[src/rtl/apf_pkg.sv]
// Shared constants and controller/datapath interface types for the articulation point finder.
`default_nettype none
package apf_pkg;
	localparam int VTX_W = 7;
	localparam int MAX_VERTICES_DEF = 64;
	localparam int MAX_EDGES_DEF = 256;
	localparam logic [VTX_W-1:0] NODE_COUNT_RST = 7'd64;
	localparam logic [VTX_W-1:0] ROOT_VERTEX = 7'd1;
	localparam logic [1:0] ROOT_CUT_CHILDREN = 2'd2;
	localparam logic REQ_RUN = 1'b1;

	typedef struct packed {
		logic latch;
		logic add_rd_a;
		logic add_wr_a;
		logic add_rd_b;
		logic add_wr_b;
		logic set_ovf;
		logic run_init;
		logic root;
		logic edge_rd;
		logic tgt;
		logic disc;
		logic pop_rd;
		logic pop_apply;
		logic scan_step;
		logic emit_mid;
		logic emit_final;
	} cmd_t;

	typedef struct packed {
		logic req_run;
		logic add_ok;
		logic add_full;
		logic next_zero;
		logic sp_zero;
		logic scan_hit;
		logic scan_done;
		logic pend_vld;
		logic out_free;
	} sts_t;
endpackage
`default_nettype wire

[src/rtl/apf_ctrl.sv]
// Sequencer for edge loading, depth-first walk and result scan.
`default_nettype none
module apf_ctrl (
	input  logic          clk,
	input  logic          arst_n,
	input  logic          in_valid,
	output logic          in_stall,
	input  apf_pkg::sts_t sts,
	output apf_pkg::cmd_t cmd
);
	import apf_pkg::*;

	typedef enum logic [12:0] {
		S_IDLE     = 13'b0000000000001,
		S_ADD_RA   = 13'b0000000000010,
		S_ADD_WA   = 13'b0000000000100,
		S_ADD_RB   = 13'b0000000001000,
		S_ADD_WB   = 13'b0000000010000,
		S_RUN_INIT = 13'b0000000100000,
		S_ROOT     = 13'b0000001000000,
		S_EDGE     = 13'b0000010000000,
		S_TGT      = 13'b0000100000000,
		S_DISC     = 13'b0001000000000,
		S_POP2     = 13'b0010000000000,
		S_SCAN     = 13'b0100000000000,
		S_FINAL    = 13'b1000000000000
	} state_t;

	state_t state_q, state_d;

	assign in_stall = (state_q != S_IDLE);

	always_comb begin
		state_d = state_q;
		cmd = '0;
		case (state_q)
			S_IDLE: begin
				if (in_valid) begin
					cmd.latch = 1'b1;
					state_d = (sts.req_run == REQ_RUN) ? S_RUN_INIT : S_ADD_RA;
				end
			end
			S_ADD_RA: begin
				if (!sts.add_ok) begin
					state_d = S_IDLE;
				end else if (sts.add_full) begin
					cmd.set_ovf = 1'b1;
					state_d = S_IDLE;
				end else begin
					cmd.add_rd_a = 1'b1;
					state_d = S_ADD_WA;
				end
			end
			S_ADD_WA: begin
				cmd.add_wr_a = 1'b1;
				state_d = S_ADD_RB;
			end
			S_ADD_RB: begin
				cmd.add_rd_b = 1'b1;
				state_d = S_ADD_WB;
			end
			S_ADD_WB: begin
				cmd.add_wr_b = 1'b1;
				state_d = S_IDLE;
			end
			S_RUN_INIT: begin
				cmd.run_init = 1'b1;
				state_d = S_ROOT;
			end
			S_ROOT: begin
				cmd.root = 1'b1;
				state_d = S_EDGE;
			end
			S_EDGE: begin
				if (!sts.next_zero) begin
					cmd.edge_rd = 1'b1;
					state_d = S_TGT;
				end else if (sts.sp_zero) begin
					state_d = S_SCAN;
				end else begin
					cmd.pop_rd = 1'b1;
					state_d = S_POP2;
				end
			end
			S_TGT: begin
				cmd.tgt = 1'b1;
				state_d = S_DISC;
			end
			S_DISC: begin
				cmd.disc = 1'b1;
				state_d = S_EDGE;
			end
			S_POP2: begin
				cmd.pop_apply = 1'b1;
				state_d = S_EDGE;
			end
			S_SCAN: begin
				if (sts.scan_done) begin
					state_d = S_FINAL;
				end else if (sts.scan_hit && sts.pend_vld) begin
					if (sts.out_free) begin
						cmd.emit_mid = 1'b1;
						cmd.scan_step = 1'b1;
					end
				end else begin
					cmd.scan_step = 1'b1;
				end
			end
			S_FINAL: begin
				if (sts.out_free) begin
					cmd.emit_final = 1'b1;
					state_d = S_IDLE;
				end
			end
			default: state_d = S_IDLE;
		endcase
	end

	always_ff @(posedge clk or negedge arst_n) begin
		if (!arst_n) begin
			state_q <= S_IDLE;
		end else begin
			state_q <= state_d;
		end
	end
endmodule
`default_nettype wire

[config.mk]
export PLATFORM = sky130hd
export DESIGN_NAME = apf_ctrl
export DESIGN_NICKNAME = d
export VERILOG_FILES = /design/src/rtl/apf_pkg.sv /design/src/rtl/apf_ctrl.sv
export SDC_FILE = /design/constraint.sdc
export NUM_CORES = 1
export LEC_CHECK = 0
export ABC_AREA = 1
export CAP_MARGIN = 40
export CORE_MARGIN = 5
export CORE_UTILIZATION = 25
export DETAILED_ROUTE_END_ITERATION = 10
export DONT_BUFFER_PORTS = 1
export GPL_ROUTABILITY_DRIVEN = 0
export PLACE_DENSITY_LB_ADDON = 0.05
export SYNTH_ARGS = -nofsm -noshare
export SYNTH_HDL_FRONTEND = slang
export SYNTH_SLANG_ARGS = --single-unit
[constraint.sdc]
create_clock -name clk -period 3.3 [get_ports clk]
set_clock_uncertainty 0.15 [all_clocks]
set_input_delay 0.66 -clock clk [delete_from_list [all_inputs] [get_ports clk]]
set_output_delay 0.66 -clock clk [all_outputs]
set_load 0.02 [all_outputs]
======== Word level (Yosys, flattened, before mapping) ========
Cells that the tools add are included.
W data, S select, Z words.
word-level totals
  bits in registers ....................... 13
  bits of input ports ..................... 12
  output and inout port bits .............. 17
cells by class
  muxes and demuxes ....................... 37
  reduce and logical (&&, ||, !) cells .... 3
  eq/ne operators ......................... 17
operators with widths
  kind                    number
  $pmux W13 S10           1
  $mux W13                5
  $mux W1                 25
  $eq A13 B1 Y1 const B   1
  $eq A13 B10 Y1 const B  1
  $eq A13 B11 Y1 const B  1
  $eq A13 B12 Y1 const B  1
  $eq A13 B13 Y1 const B  1
  $eq A13 B2 Y1 const B   1
  $eq A13 B3 Y1 const B   1
  $eq A13 B4 Y1 const B   1
  $eq A13 B5 Y1 const B   1
  $eq A13 B6 Y1 const B   1
  $eq A13 B7 Y1 const B   1
  $eq A13 B8 Y1 const B   1
  $eq A13 B9 Y1 const B   1
  $ne A13 B1 Y1 const B   1
  $mux W12                1
  $mux W2                 3
  $mux W6                 1
  $ne A2 B2 Y1 const B    3
  $mux W3                 1
  $reduce_and A3 Y1       1
  $reduce_or A3 Y1        1
  $logic_and A1 B1 Y1     1

======== Longest topological paths before layout ========
Gate-level depths: netlist of the first run.
  depth after elaboration ................. 4
  depth in mapped cells ................... 9
  depth with buffers taken out ............ 9

======== Worst setup path after synthesis of the first run ========
No wires, ideal clock.
  kind .................................... reg-to-output
  from .................................... register state_q[2]
  to ...................................... output port cmd[11] (netlist name)
  arrival time ............................ 1328 ps
  stages on the path, launching flop included .. 4
  path slack .............................. 1162 ps
  buffers on the path ..................... 0
  cell sequence ........................... dfrtp_1 nor2_4 nand2_4 nor4_1
RTL lines
  item                      line             RTL
  start: declaration        apf_ctrl.sv:29   state_t state_q, state_d;
  start signal: assignment  apf_ctrl.sv:123  state_q <= state_d;
  end: declaration          apf_ctrl.sv:9    output apf_pkg::cmd_t cmd

==> results.cfg, run 1 <==
[flow_run]
cap_violations = 0

[routing]
wirelength_um = 2270
vias = 761
detail_route.wl_per_cell_um = 12.6
viasPerCell = 4.23
drtIter0Drc = 10
postRouteAntennaNets = 0
drt-pass1-iter-count = 5
drc = 0

[setup_path]
critPathRequiredTime_ns = 2.49
path_buf_inv = 0
endpoint_kind = output pin
crit_family = simple AND/OR/NAND/NOR gates
path_max_fanout = 10
cp_num_cells = 5
path_cells = nor2_4 -> nand2_2 -> nor2_4 -> nand2_2 -> nor2_1
worstRegToRegCells = 8
critPathKind = register to output pin
cp_slowest_stage_delay_ns = 0.43
arrival_ns = 1.72
cp-start-kind = register
cp_slowest_cell = dfrtp_1

[global_route]
use_met2_pct = 14.3
grtUsageMet1_pct = 13.2
gr-total-overflow = 0
grt_max_degree = 13
grt_pass1_wl_um = 3680
busiest_layer = met2
grt_pass1_vias = 768
grtUsageMet3_pct = 1.58
antenna_found_initial = 0
grt_use_total_pct = 9.61

[floorplanning]
io_pins = 29
start_util_pct = 26.4
die_h_um = 70.1
die_area_um2 = 4920
die_w_um = 70.1
coreArea_um2 = 3420
fp-row-count = 21

[finish]
reg_top3 = state_q x13
layout_common_cells = nor2_1 (31), inv_1 (25), nand2_1 (24)
synthToLayoutAreaGrowth_pct = 11.2
largest_reg_flops = 13
finalNetCount = 147
regMostFlops = state_q
antenna_cells = 0
drive_above_1_share_pct = 16.4
final_common_cell = nor2_1

[synthesis]
synth.yosys.warnings = 0
synth_area_um2 = 903
synth_seq_cells = 13
synth.avg_cell_area_um2 = 7.06
ys_seq_area_share_pct = 36.1
yosysUniqueCellTypes = 21
synth_cells = 128
synth_fp_nets = 140

[cts]
clock_sinks = 13
ctsHtreeMaxLevel = 1
cts_buffers = 3
cts_tree = built
cts.path.max_buffers = 2
clockRootBuffer = clkbuf_4
cts_setup_buffers = 0
path_clk_slew_ns = 0.09
clock_latency_ns = 0.28

[placement]
post-place-ws_ns = 1.07
dp_hpwl_um = 1890
port_buffers = 0

[sta]
fmax_ghz = 0.396
drv_slew = 0
period_share_pct = 76.6
timing.setup.tns_ns = 0
hold-worst-slack_ns = 0.0630
setup_viol = 0
relSlewSlack_pct = 57.9
final_hold_viol_count = 0
timing.final.ws_setup_ns = 0.773
worst_pin_slew_ns = 0.629
period_minus_slack_ns = 2.53
rsz0062_at_grt = no

[power_and_ir_drop]
p_per_area_nw_per_um2 = 658
peakVddDrop_mv = 0.244
leakagePower_uw = 0.000618

[status]
status = completed

[hold_path]
hp-class = input pin to async pin
layout make-up:
type                       instances  area, µm²
multi-input combinational         89        479
tap                               46       57.6
fill                             388       2410
clock buffer                       4       26.3
sequential                        13        327
inverter                          26       97.6
timing repair buffer               2       17.5
layer usage:
layer  vias to the layer above  share of wire (%)  wire length (µm)
met4                         0                1.5                34
li1                        399                  -                 -
met3                         2                4.2                95
met2                        26                 42               957
met1                       334                 52              1180
met5                         -                  0                 0
logic make-up (layout without fill, tap and decap cells):
logic type | Yosys count | in the layout | share of synthesized area, %
and+or+nand+nor | 84 | 84 | 49.7
buffers and inverters | 26 | 32 | 10.8
DFF | 13 | 13 | 36.2
AOI/OAI and AO/OA | 5 | 5 | 3.32
synth_stat cells:
cell type	number	area (µm²)
nor3_1	1	5.00
nand3_2	2	20.0
nand3b_4	1	20.0
nor2_1	31	116
nand2_4	2	22.5
nand2_2	2	12.5
nor4_1	1	6.26
nand3_1	11	55.1
a21oi_1	1	5.00
nand2_1	24	90.1
dfrtp_1	12	300
o21ai_0	2	10.0
nor3b_1	1	7.51
a21oi_2	1	8.76
nor2_8	1	20.0
nor2_2	1	6.26
nor2_4	6	67.6
dfstp_2	1	26.3
a31oi_1	1	6.26
inv_1	25	93.8
inv_2	1	3.75
worst reg2reg max path: stages, from the launching register on:
cell and delay, ns:
dfrtp_1 0.43, nor2_4 0.16, nand2_4 0.10, nor2_8 0.16, nand2_1 0.09, nor2_2 0.26, nor2_1 0.13, nand3_1 0.11
a21oi_2 0.06
timing repair:
item	CTS	global route
hold buffers	1	0
resized for setup	0	0
hold endpoints to repair	12	0
worst paths after layout:
kind / startpoint / end / slack [ns]
max in group asynchronous: arst_n / state_q[10] / 1.91
worst max register to register: state_q[2] / state_q[0] / 1.58
worst max-delay path: state_q[9] / cmd[15] / 0.77
min in group clk: sts[6] / state_q[2] / 0.29
worst min-delay path: arst_n / state_q[0] / 0.06
worst min register to register: state_q[0] / state_q[0] / 0.44
power by group:
part | switching [µW] | leakage [µW] | internal (µW) | total (µW)
Sequential | 30.8 | 0.000177 | 189 | 220
Combinational | 235 | 0.000426 | 103 | 339
Clock | 56.3 | 0.0000150 | 46.8 | 103
metrics by stage:
| stage | area, µm² | utilization (%) | cells | power [µW] |
|---|---|---|---|---|
| 3_3_place_gp | 968 | 28.4 | 175 | 564 |
| 3_5_place_dp | 968 | 28.4 | 175 | 562 |
| 4_1_cts | 1000 | 29.4 | 180 | 672 |
| 6_report | 1000 | 29.4 | 180 | 661 |
| 5_1_grt | 1000 | 29.4 | 180 | 717 |
| 2_1_floorplan | 903 | - | 128 | 504 |
(Power assumes the default switching activity.)
==> run 2, diff against run 1 <==
--- a/config.mk
+++ b/config.mk
@@ -5,7 +5,7 @@
 export SDC_FILE = /design/constraint.sdc
 export NUM_CORES = 1
 export LEC_CHECK = 0
-export ABC_AREA = 1
+export ABC_AREA = 0
 export CAP_MARGIN = 40
 export CORE_MARGIN = 5
 export CORE_UTILIZATION = 25
==> constraint.sdc (replaced) <==
create_clock -name clk -period 2.06 [get_ports clk]
set_clock_uncertainty 0.15 [all_clocks]
set_input_delay 0.412 -clock clk [delete_from_list [all_inputs] [get_ports clk]]
set_output_delay 0.412 -clock clk [all_outputs]
set_load 0.02 [all_outputs]
==> results.cfg, run 2 <==
[finish]
multi_input_area_um2 = 788
ff_latch_area_um2 = 329
synthToLayoutAreaGrowth_pct = 76.5
utilization_pct = 45.9
drive_above_1_share_pct = 58.6
layout_common_cells = buf_4 (49), dfrtp_1 (10), nor4_4 (9)
antenna_cells = 0
finalNetCount = 175
reg_top3 = state_q x13
final_common_cell = buf_4
largest_reg_flops = 13
fill_cells = 385
layout.cells.non_filler = 210
regMostFlops = state_q

[synthesis]
ys_top_cells_by_area = dfrtp_1 (31%), nor4_1 (9.1%), nor4_4 (4.4%)
synth.top_cell.area_share_pct = 31.0
synth.avg_cell_area_um2 = 8.96
synth_fp_nets = 120
ys.flop_type = dfrtp_1
synth_area_um2 = 967
synth_top_cell_by_area = dfrtp_1
yosysMostFrequentCell = nor4_1
synth_cells = 108
synth_seq_cells = 13
yosysUniqueCellTypes = 37
ys_seq_area_share_pct = 33.8
ys_top_cells_by_count = nor4_1 (14), dfrtp_1 (12), nor2_1 (11), nand2_1 (9), nor3_1 (7)
synth.yosys.warnings = 0
synth-edff-count = 0
async_reset_ff_share_pct = 100

[setup_path]
regToRegEndpoint = state_q[0]
r2r-start = state_q[1]
endpoint_kind = output pin
arrival_ns = 1.84
critPathKind = register to output pin
ff2ff_setup_slack_ns = 0.24
worstRegToRegCells = 7
cp-start-kind = register
path_max_fanout = 2
critPathRequiredTime_ns = 1.50

[floorplanning]
fp-row-count = 22
io_pins = 29
die_w_um = 72.2
die_area_um2 = 5210
coreArea_um2 = 3720
die_h_um = 72.2
start_util_pct = 26.0

[routing]
drc = 0
drt-pass1-iter-count = 4
wirelength_um = 3030
viasPerCell = 4.80
drtIter0Drc = 30
postRouteAntennaNets = 0
detail_route.wl_per_cell_um = 14.4
vias = 1008

[cts]
cts.path.max_buffers = 2
clock_latency_ns = 0.24
cts_tree = built
path_clk_slew_ns = 0.06
clock_sinks = 13
cts_buffers = 3
ctsHtreeMaxLevel = 1
clockRootBuffer = clkbuf_8

[flow_run]
cap_violations = 0

[global_route]
grt_pass1_vias = 1011
grt_max_degree = 14
grt_pass1_wl_um = 4940
grt_use_total_pct = 12.1
antenna_found_initial = 0
gr-total-overflow = 0

[power_and_ir_drop]
p_per_area_nw_per_um2 = 771
leakagePower_uw = 0.000740
total_power_uw = 1320
peakVddDrop_mv = 0.449

[placement]
port_buffers = 0
dp_hpwl_um = 2300
post-place-ws_ns = -0.105
placedCellCount = 192

[sta]
period_minus_slack_ns = 2.41
rsz0062_at_grt = yes
drv_slew = 0
fmax_ghz = 0.416
relSlewSlack_pct = 58.0
worst_pin_slew_ns = 0.628
setup_viol = 15
timing.final.ws_setup_ns = -0.345
final_hold_viol_count = 0
hold-worst-slack_ns = 0.0763
period_share_pct = 117

[hold_path]
hold-path-cell-count = 1
min_from = sts[8]
whs_endpoint = state_q[1]
hp-class = input pin to register

[status]
failed_checks = negative setup slack
status = finished, violations left
run 2: changes by cell type after synthesis, moves of 3 or more:
cell      before  now
inv_1         25    5
nor2_1        31   11
nand2_1       24    9
nor4_1         1   14
nand3_1       11    5
nor2_4         6    0
nor3_1         1    7
xor2_1         0    4
buf_6          0    3
clkbuf_8       0    3
nand2b_1       0    3
run 2: area by class of cell:
cell class	count	share of cell area (%)
inverter	5	1.10
tap	48	3.52
sequential	13	19.3
multi-input combinational	83	46.2
clock buffer	4	2.64
timing repair buffer	57	27.3
run 2: metrics by stage:
stage	TNS [ns]	instance area, µm²
floorplan	-1.31	1000
global placement	-0.261	1300
detailed placement	-0.372	1300
CTS	-2.71	1590
global route	-4.71	1710
finish	-3.05	1710
run 2: how the worst max path moves through the flow:
stage	startpoint	to	slack (ns)	cells past startpoint
detailed placement	state_q[5]	cmd[6]	-0.11	5
CTS	state_q[1]	cmd[2]	-0.36	4
global placement	state_q[12]	cmd[1]	-0.09	3
finish	state_q[1]	cmd[2]	-0.35	4
global route	state_q[5]	cmd[2]	-0.42	4
floorplan	state_q[1]	cmd[1]	-0.19	5
run 2: layer usage:
metal | track usage (%) | share of wire, % | routed length, µm
met5 | 0 | 0 | 0
met4 | 1.88 | 0.56 | 17
met3 | 3.05 | 3.0 | 91
met2 | 19.7 | 52 | 1580
met1 | 16.4 | 44 | 1350
run 2: power by group:
part / internal, µW / switching, µW
registers: 286 / 26.7
logic: 377 / 392
clock network: 137 / 97.4
run 2: cells by family after synthesis:
group                     count (synthesis)  share of synthesized area (%)
xor gates and xnor gates                  4                           3.62
muxes                                     1                           1.03
and+or+nand+nor                          66                           41.5
AOI/OAI and AO/OA                        12                           9.19
buffers and inverters                    12                           10.9
DFF                                      13                           33.8
run 2: what timing repair did:
| item | in CTS | in global routing |
|---|---|---|
| endpoints found under the hold margin | 13 | 0 |
| hold buffers | 1 | 0 |
| resized for setup | 38 | 11 |
| endpoints found under the setup margin | 16 | 17 |
| pin swaps | 10 | 6 |
| setup buffers | 9 | 6 |
run 2: critical path, cell delays in order, from the launching register on:
cell and delay, ns:
dfrtp_1 0.42, nor4_4 0.30, nand2_2 0.11, or4_4 0.53
a31oi_4 0.24
==> run 3, diff against run 2 <==
--- a/config.mk
+++ b/config.mk
@@ -5,7 +5,8 @@
 export SDC_FILE = /design/constraint.sdc
 export NUM_CORES = 1
 export LEC_CHECK = 0
-export ABC_AREA = 0
+export ABC_AREA = 1
+export ABC_CLOCK_PERIOD_IN_PS = 2060
 export CAP_MARGIN = 40
 export CORE_MARGIN = 5
 export CORE_UTILIZATION = 25
==> constraint.sdc (replaced) <==
create_clock -name clk -period 2.06 [get_ports clk]
set_clock_uncertainty 0.15 [all_clocks]
set_input_delay 0.206 -clock clk [delete_from_list [all_inputs] [get_ports clk]]
set_output_delay 0.206 -clock clk [all_outputs]
set_load 0.02 [all_outputs]
==> results.cfg, run 3 (synthesized netlist as in run 1, its figures left out) <==
[placement]
port_buffers = 0
post-place-ws_ns = 0.328
dp_hpwl_um = 1920

[setup_path]
regToRegEndpoint = state_q[10]
cp_num_cells = 6
critPathKind = register to register
path_max_fanout = 8
crit_family = simple AND/OR/NAND/NOR gates
endpoint_kind = register
arrival_ns = 2.02
worstRegToRegCells = 6
endpoint = state_q[10]
critPathRequiredTime_ns = 2.13
r2r-start = state_q[8]
worst_path_most_repeated_cell = nor2_4
path_cells = nor2_4 -> nand2_2 -> nor2_4 -> nand3_1 -> nor2_1 -> dlygate4sd3_1
cp_slowest_stage_delay_ns = 0.54
ff2ff_setup_slack_ns = 0.11
path_buf_inv = 1
cp_slowest_cell = dlygate4sd3_1
crit_path_start = state_q[8]
cp-start-kind = register

[routing]
detail_route.wl_per_cell_um = 12.2
wirelength_um = 2330
vias = 813
viasPerCell = 4.26
drc = 0
drtIter0Drc = 22
drt-pass1-iter-count = 4
postRouteAntennaNets = 0

[flow_run]
cap_violations = 0

[cts]
clockRootBuffer = clkbuf_4
path_clk_slew_ns = 0.08
cts_tree = built
ctsHtreeMaxLevel = 1
clock_sinks = 13
cts.path.max_buffers = 2
clock_latency_ns = 0.28
cts_buffers = 3

[sta]
timing.final.ws_setup_ns = 0.110
relSlewSlack_pct = 57.7
final_hold_viol_count = 0
rsz0062_at_grt = yes
fmax_ghz = 0.513
worst_pin_slew_ns = 0.632
timing.setup.tns_ns = 0
setup_viol = 0
period_share_pct = 94.7
drv_slew = 0
period_minus_slack_ns = 1.95

[finish]
drive_above_1_share_pct = 24.1
antenna_cells = 0
multi_input_area_um2 = 509
regMostFlops = state_q
finalNetCount = 158
reg_top3 = state_q x13
synthToLayoutAreaGrowth_pct = 25.6
layout_common_cells = nor2_1 (25), nand2_1 (24), inv_1 (23)
fill_cells = 391
largest_reg_flops = 13
ff_latch_area_um2 = 327
final_common_cell = nor2_1

[floorplanning]
die_area_um2 = 4920
coreArea_um2 = 3420
die_h_um = 70.1
fp-row-count = 21
die_w_um = 70.1
io_pins = 29
start_util_pct = 26.4

[hold_path]
hp-class = input pin to register

[global_route]
grt_max_degree = 14
antenna_found_initial = 0
grt_use_total_pct = 10.4
grt_pass1_wl_um = 4030
gr-total-overflow = 0
grt_pass1_vias = 847

[power_and_ir_drop]
total_power_uw = 1120
peakVddDrop_mv = 0.326
p_per_area_nw_per_um2 = 984
leakagePower_uw = 0.000666

[status]
status = completed
[run 3: power breakdown]
part           switching, µW  leakage, µW  total, µW  internal, µW
registers               48.3     0.000177        351           303
logic                    399     0.000475        598           199
clock network           92.1    0.0000150        167          75.0
[run 3: cell type report]
cell class / count / area share, %
repair buffers: 13 / 10.4
well taps: 46 / 5.07
flip-flops and latches: 13 / 28.8
inverters: 26 / 8.60
multi-input cells: 89 / 44.9
clock buffers: 4 / 2.32
[run 3: worst min-delay path by stage]
stage,start,endpoint,depth (start not counted)
after floorplan,arst_n,state_q[10],0
after global placement,arst_n,state_q[3],0
after detailed placement,arst_n,state_q[3],0
after CTS,sts[2],state_q[11],2
after global routing,sts[0],state_q[12],3
final,sts[2],state_q[11],2
[run 3: per-layer routing]
layer | GRT usage (%) | vias to the layer above | wire [µm]
met1 | 13.8 | 370 | 1140
met4 | 5.11 | 0 | 27
met3 | 1.87 | 2 | 93
li1 | - | 420 | -
met2 | 16.2 | 21 | 1070
met5 | 0 | - | 0
[run 3: what timing repair did]
| action | CTS | global route |
|---|---|---|
| resized for setup | 0 | 11 |
| setup buffers | 0 | 1 |
| hold buffers | 8 | 0 |
| pin swaps | 0 | 1 |
| endpoints found under the hold margin | 20 | 0 |
| setup endpoints to repair | 1 | 9 |
[run 3: metrics by stage]
| stage | cell area, µm² | std cells | hold WS [ns] | utilization (%) |
|---|---|---|---|---|
| floorplan | 903 | 128 | -0.240 | - |
| global placement | 991 | 178 | -0.239 | 29.0 |
| detailed placement | 991 | 178 | -0.239 | 29.0 |
| CTS | 1100 | 190 | 0.0152 | 32.1 |
| global route | 1130 | 191 | 0.0393 | 33.2 |
| finish | 1130 | 191 | 0.0312 | 33.2 |
[run 3: worst reg2reg max path: cells and delay by family (launching register included)]
family	cells	cell delay, ns
buffers and inverters	1	0.54
DFF	1	0.43
and+or+nand+nor	5	0.78
